--- src/rtl/core/julia_escape_time_pixel_assert.svh ---
// Assertion macros for the Julia escape-time pixel engine.
// Used by the top level; active only when SYNTHESIS is not defined.
`ifndef JULIA_ESCAPE_TIME_PIXEL_ASSERT_SVH
`define JULIA_ESCAPE_TIME_PIXEL_ASSERT_SVH
`ifndef SYNTHESIS
`define JETP_ASSERT_NOW(lbl, cond, prop) \
  lbl: assert property (@(posedge clk) disable iff (rst) (cond) |-> (prop)) \
    else $error("jetp assertion failed");
`define JETP_ASSERT_NEXT(lbl, cond, prop) \
  lbl: assert property (@(posedge clk) disable iff (rst) (cond) |=> (prop)) \
    else $error("jetp assertion failed");
`else
`define JETP_ASSERT_NOW(lbl, cond, prop)
`define JETP_ASSERT_NEXT(lbl, cond, prop)
`endif
`endif

--- src/rtl/core/jetp_pkg.sv ---
// Shared types, constants and functions of the Julia escape-time pixel engine.
// No dependencies.
package jetp_pkg;

  localparam int FRAC_BITS  = 26;
  localparam int ITER_LIMIT = 300;
  localparam int COORD_W    = 32;
  localparam int STEP_W     = 31;
  localparam int IDX_W      = 10;
  localparam int OUT_CNT_W  = 9;
  localparam int COLOR_W    = 24;
  localparam int LIM_W      = $clog2(ITER_LIMIT + 1);
  localparam int CNT_W      = (LIM_W > OUT_CNT_W) ? LIM_W : OUT_CNT_W;

  localparam int PROD_W = 2 * COORD_W;
  localparam int SQ_W   = PROD_W - 1 - FRAC_BITS;
  localparam int NX_W   = PROD_W + 2 - FRAC_BITS;
  localparam int MAP_W  = IDX_W + STEP_W + 3;
  localparam int SAT_W  = (MAP_W > NX_W) ? MAP_W : NX_W;

  localparam logic [SQ_W:0] ESC_BOUND = (SQ_W + 1)'(4) << FRAC_BITS;
  localparam logic [CNT_W-1:0] CNT_LIMIT = CNT_W'(ITER_LIMIT);
  localparam logic [CNT_W-1:0] CNT_HIGH  = CNT_W'(250);
  localparam logic [CNT_W-1:0] CNT_MID   = CNT_W'(100);

  localparam logic [COLOR_W-1:0] COLOR_INSIDE = 24'h000000;
  localparam logic [COLOR_W-1:0] COLOR_HIGH   = 24'hFFFF00;
  localparam logic [COLOR_W-1:0] COLOR_MID    = 24'hFF0000;
  localparam logic [COLOR_W-1:0] COLOR_LOW    = 24'hFFFFFF;

  localparam int CFG_IDX_W = 3;
  typedef enum logic [CFG_IDX_W-1:0] {
    REG_LEFT_EDGE  = 3'd0,
    REG_TOP_EDGE   = 3'd1,
    REG_STEP_REAL  = 3'd2,
    REG_STEP_IMAG  = 3'd3,
    REG_CONST_REAL = 3'd4,
    REG_CONST_IMAG = 3'd5
  } cfg_reg_t;

  typedef struct packed {
    logic signed [COORD_W-1:0] re;
    logic signed [COORD_W-1:0] im;
  } cplx_t;

  typedef struct packed {
    logic [IDX_W-1:0]          col;
    logic [IDX_W-1:0]          row;
    logic signed [COORD_W-1:0] x;
    logic signed [COORD_W-1:0] y;
    logic [CNT_W-1:0]          count;
    logic                      done;
  } iter_t;

  function automatic logic signed [COORD_W-1:0] sat_coord(
      input logic signed [SAT_W-1:0] v);
    logic [SAT_W-COORD_W:0] hi;
    hi = v[SAT_W-1:COORD_W-1];
    if ((hi == '0) || (hi == '1)) begin
      return v[COORD_W-1:0];
    end else if (v[SAT_W-1]) begin
      return {1'b1, {(COORD_W-1){1'b0}}};
    end else begin
      return {1'b0, {(COORD_W-1){1'b1}}};
    end
  endfunction

endpackage

--- src/rtl/core/jetp_map.sv ---
// Pixel to start point mapping: multiply stage, then add and saturate stage.
// Depends on jetp_pkg.
module jetp_map (
  input  logic                                clk,
  input  logic                                rst,
  input  logic                                adv,
  input  logic                                in_valid,
  input  logic [jetp_pkg::IDX_W-1:0]          col,
  input  logic [jetp_pkg::IDX_W-1:0]          row,
  input  logic signed [jetp_pkg::COORD_W-1:0] left_edge,
  input  logic signed [jetp_pkg::COORD_W-1:0] top_edge,
  input  logic [jetp_pkg::STEP_W-1:0]         step_real,
  input  logic [jetp_pkg::STEP_W-1:0]         step_imag,
  output logic                                out_valid,
  output jetp_pkg::iter_t                     out_data
);

  localparam int PW = jetp_pkg::IDX_W + jetp_pkg::STEP_W;

  logic                       v1;
  logic [jetp_pkg::IDX_W-1:0] col1;
  logic [jetp_pkg::IDX_W-1:0] row1;
  logic [PW-1:0]              prod_re;
  logic [PW-1:0]              prod_im;
  logic signed [jetp_pkg::SAT_W-1:0] x_full;
  logic signed [jetp_pkg::SAT_W-1:0] y_full;

  always_ff @(posedge clk) begin
    if (rst) begin
      v1 <= 1'b0;
    end else if (adv) begin
      v1 <= in_valid;
    end
  end

  always_ff @(posedge clk) begin
    if (adv) begin
      col1    <= col;
      row1    <= row;
      prod_re <= PW'(col) * PW'(step_real);
      prod_im <= PW'(row) * PW'(step_imag);
    end
  end

  always_comb begin
    x_full = jetp_pkg::SAT_W'(left_edge) + $signed({{(jetp_pkg::SAT_W - PW){1'b0}}, prod_re});
    y_full = jetp_pkg::SAT_W'(top_edge) - $signed({{(jetp_pkg::SAT_W - PW){1'b0}}, prod_im});
  end

  always_ff @(posedge clk) begin
    if (rst) begin
      out_valid <= 1'b0;
    end else if (adv) begin
      out_valid <= v1;
    end
  end

  always_ff @(posedge clk) begin
    if (adv) begin
      out_data.col   <= col1;
      out_data.row   <= row1;
      out_data.x     <= jetp_pkg::sat_coord(x_full);
      out_data.y     <= jetp_pkg::sat_coord(y_full);
      out_data.count <= '0;
      out_data.done  <= 1'b0;
    end
  end

endmodule

--- config.mk ---
export PLATFORM = sky130hd
export DESIGN_NAME = jetp_map
export DESIGN_NICKNAME = d
export VERILOG_FILES = /design/src/rtl/core/julia_escape_time_pixel_assert.svh /design/src/rtl/core/jetp_pkg.sv /design/src/rtl/core/jetp_map.sv
export SDC_FILE = /design/constraint.sdc
export NUM_CORES = 2
export LEC_CHECK = 0
export BUFFER_PORTS_ARGS = -buffer_cell sky130_fd_sc_hd__buf_2
export CORE_ASPECT_RATIO = 1.5
export CORE_UTILIZATION = 50
export DETAILED_ROUTE_END_ITERATION = 10
export GPL_ROUTABILITY_DRIVEN = 1
export PLACE_DENSITY = 0.71
export RECOVER_POWER = 25
export SETUP_SLACK_MARGIN = 0.05
export SLEW_MARGIN = 20
export SYNTH_ARGS = -nofsm -noshare
export SYNTH_HDL_FRONTEND = slang
export SYNTH_SLANG_ARGS = --single-unit
--- constraint.sdc ---
create_clock -name clk -period 8.5 [get_ports clk]
set_input_delay 0.425 -clock clk [delete_from_list [all_inputs] [get_ports clk]]
set_output_delay 0.425 -clock clk [all_outputs]
set_load 0.02 [all_outputs]
==> flow_metrics.py <==
metrics = {
    "status": {
        "violations": "DRC, capacitance limit, slew limit",
        "status": "complete, but fails checks",
    },
    "detailed_routing": {
        "drc_errors": 2,
        "wirelength_microns": 77800,
        "ant_nets": 0,
        "firstDrtPassIters": 9,
        "vias": 23000,
        "vias_per_cell": 5.55,
        "drt-initial-drc-count": 1012,
        "detail_route.wl_per_cell_microns": 18.8,
    },
    "grt": {
        "grt_first_pass_wirelength_microns": 124000,
        "grt_use_total_pct": 26.0,
        "busiest_layer": "met2",
        "antenna_found_initial": 17,
        "grt_util_met3_pct": 3.76,
        "grt_pass1_vias": 24100,
        "grt.overflow.total": 0,
        "use_met2_pct": 50.7,
        "global_route.usage.met1_pct": 26.1,
        "grt_max_degree": 79,
    },
    "sta": {
        "period_share_pct": 86.4,
        "finalClockSkew_ns": 0.0155,
        "setup_viol": 0,
        "layout_min_cycle_time_ns": 7.35,
        "setup_ws_ns": 1.15,
        "worstMarginPinSlew_ns": 4.22,
        "slew_viol_final": 475,
        "slew_headroom_pct": -182,
        "fin_tns_setup_ns": 0,
        "rsz0062_at_grt": "no",
        "fmax_mhz": 136,
        "final_hold_viol_count": 0,
    },
    "power_and_ir_drop": {
        "p_int_mw": 6.36,
        "switchingPower_mw": 6.34,
        "worst_ir_drop_vdd_v": 0.000266,
        "share_seq_of_total_power_pct": 14.5,
        "pwr_density_cell_nw_per_um2": 392,
        "power.leakage_nw": 15.9,
        "clkPwrFrac_pct": 6.7,
        "swShare_pct": 49.9,
        "combPwrFrac_pct": 78.8,
    },
    "finish": {
        "utilization_pct": 54.1,
        "ff_latch_area_sq_um": 5630,
        "fillerInstances": 5464,
        "areaGrowthSynthToFinish_pct": 7.21,
        "fin_nets": 4180,
        "multi_input_comb_area_sq_um": 22100,
        "drive_above_1_share_pct": 8.43,
    },
    "place": {
        "place_ws_ns": 1.20,
        "hpwl_microns": 62500,
        "io_buffers": 234,
        "gp_congestion": 0.888,
    },
    "yosys": {
        "synth_edf_count": 186,
        "yosysWarnings": 0,
        "ys.flop_type": "edfxtp_1",
        "synth_area_sq_um": 30200,
        "synth_async_sr_flop_share_pct": 0,
        "avgSynthCellArea_sq_um": 9.38,
        "postSynthCellCount": 3220,
        "synth_cell_types": 80,
        "ys_seq_elements": 188,
        "synth_seq_area_share_pct": 18.6,
    },
    "worst_setup_path": {
        "ff2ff_setup_slack_ns": 4.02,
        "start_kind": "input pin",
        "required_ns": 8.73,
        "startpoint": "col[5]",
        "worstPathArrival_ns": 7.57,
        "critPathKind": "in -> reg",
        "endpoint_kind": "flip-flop",
        "r2r-start": "prod_im[0]$_DFFE_PP_",
        "crit_fanout": 32,
    },
    "min_path": {
        "hp-class": "in -> reg",
        "min-delay-start": "rst",
    },
    "die": {
        "die_y_microns": 303,
        "start_util_pct": 50.4,
        "core_sq_um": 59900,
        "rows": 110,
        "die_w_microns": 203,
        "ioPinCount": 245,
        "die_area_sq_um": 61400,
    },
    "clock_tree": {
        "cts_hold_buf": 0,
        "cts_setup_buffers": 0,
        "h-tree-depth": 4,
        "clkTransAtPathRegs_ns": 0.08,
        "cts_resized": 0,
        "clk_latency_ns": 0.49,
        "clock_sinks": 188,
        "cts_tree": "done",
        "root_buffer": "clkbuf_16",
        "cts_buffer_depth": 2,
        "cts_buffers": 17,
    },
    "flow_run": {
        "drv_cap": 13,
    },
}
[layout make-up]
type | instances | share of cell area [%]
Multi-Input combinational cell | 2377 | 68.1
Sequential cell | 188 | 17.4
Inverter | 505 | 5.85
Timing Repair Buffer | 243 | 3.75
Tap cell | 784 | 3.03
Clock buffer | 17 | 1.31
Clock inverter | 15 | 0.514
Antenna cell | 7 | 0.0541
[per-layer routing]
metal / share of wire [%] / up-vias
li1: - / 10600
met1: 34 / 11400
met2: 56 / 696
met3: 5.0 / 222
met4: 5.2 / 18
met5: 0.16 / -
[kinds of logic after synthesis]
| kind of cell | synth area share [%] |
|---|---|
| compound gates | 12.0 |
| xor+xnor | 3.97 |
| mux | 0.236 |
| simple gates | 16.3 |
| fa+ha+maj | 40.4 |
| buf+inv | 8.49 |
| other cells | 0.0124 |
| flops | 18.6 |
[power groups by stage]
stage	clock network, mW	registers, mW	logic, mW
after floorplan	0	1.94	7.55
after global placement	0	1.86	9.85
after detailed placement	0	1.87	9.98
after CTS	0.864	1.85	10.1
after global routing	0.889	1.87	11.2
final	0.850	1.85	10.0
[cell usage after synthesis, drive strengths merged, types with 6 or more instances]
| cell type | n | area share, % |
|---|---|---|
| xor2 | 57 | 1.7 |
| nor2 | 93 | 1.2 |
| nand2b | 18 | 0.37 |
| o21ai | 109 | 1.8 |
| a311oi | 7 | 0.20 |
| xnor2 | 80 | 2.3 |
| o21a | 42 | 1.0 |
| mux2i | 6 | 0.20 |
| a2111oi | 6 | 0.26 |
| buf | 20 | 0.49 |
| nand4 | 14 | 0.29 |
| a211oi | 26 | 0.68 |
| or3 | 9 | 0.19 |
| o31ai | 7 | 0.17 |
| inv | 505 | 6.3 |
| nand2 | 392 | 4.9 |
| o21bai | 27 | 0.67 |
| a21o | 87 | 2.2 |
| ha | 236 | 9.8 |
| a21oi | 151 | 2.5 |
| clkbuf | 139 | 1.7 |
| nand3 | 28 | 0.46 |
| o211ai | 13 | 0.34 |
| edfxtp | 186 | 18 |
| and3 | 20 | 0.41 |
| a31oi | 14 | 0.29 |
| and4 | 9 | 0.26 |
| nor3 | 22 | 0.36 |
| fa | 462 | 31 |
| nor2b | 14 | 0.29 |
| and2 | 337 | 7.0 |
| a211o | 11 | 0.32 |
[stage by stage]
step	power [mW]	instances	cell area, sq um	hold slack (ns)
floorplan	9.49	3229	30200	0.400
global placement	11.7	4096	31800	0.401
detailed placement	11.8	4097	31800	0.405
CTS	12.8	4129	32400	0.0816
global route	14.0	4134	32400	0.109
finish	12.7	4136	32400	0.101
[cell usage in the layout (no fill, tap or decap), types with 9 or more instances in the layout]
cell type | Yosys | layout
inv_1 | 505 | 505
fa_1 | 462 | 462
nand2_1 | 389 | 389
and2_1 | 337 | 335
ha_1 | 236 | 236
buf_2 | 1 | 218
edfxtp_1 | 186 | 186
a21oi_1 | 151 | 151
nor2_1 | 93 | 93
a21o_1 | 87 | 87
o21ai_0 | 86 | 86
xnor2_1 | 80 | 80
xor2_1 | 57 | 57
o21a_1 | 42 | 42
nand3_1 | 28 | 28
o21bai_1 | 27 | 27
a211oi_1 | 24 | 24
o21ai_1 | 22 | 22
nor3_1 | 22 | 22
and3_1 | 20 | 20
nand2b_1 | 18 | 18
clkbuf_1 | 139 | 18
clkbuf_16 | 0 | 17
nor2b_1 | 14 | 14
nand4_1 | 14 | 14
a31oi_1 | 14 | 14
o211ai_1 | 12 | 12
a211o_1 | 11 | 11
conb_1 | 1 | 10
or3_1 | 9 | 9
and4_1 | 9 | 9
[final timing paths]
kind,end,cells after the start
worst max-delay path,prod_re[40]$_DFFE_PP_,23
worst min-delay path,v1$_SDFFE_PP0P_,2
worst max register to register,out_data[12]$_DFFE_PP_,14
worst min register to register,out_data[91]$_DFFE_PP_,0
[flip-flops by register name, indices dropped and copies added, names as in the netlist]
name       flops
row1          10
v1             1
prod_im       41
prod_re       41
out_data      84
col1          10
out_valid      1
[worst max-delay path, stage by stage]
cell	delay, ns
clkbuf_1	1.15
nand2_1	0.19
fa_1	0.58
inv_1	0.05
fa_1	0.55
fa_1	0.44
fa_1	0.50
inv_1	0.07
fa_1	0.52
inv_1	0.06
ha_1	0.35
a21o_1	0.18
a21oi_1	0.19
o21ai_0	0.17
nor4_1	0.30
nor3b_1	0.13
o41ai_1	0.66
o211a_1	0.25
nor3_1	0.05
buf_4	0.16
a31oi_1	0.27
o21ai_0	0.16
xnor2_1	0.15
Note: power is estimated with default switching activity, not from simulation.
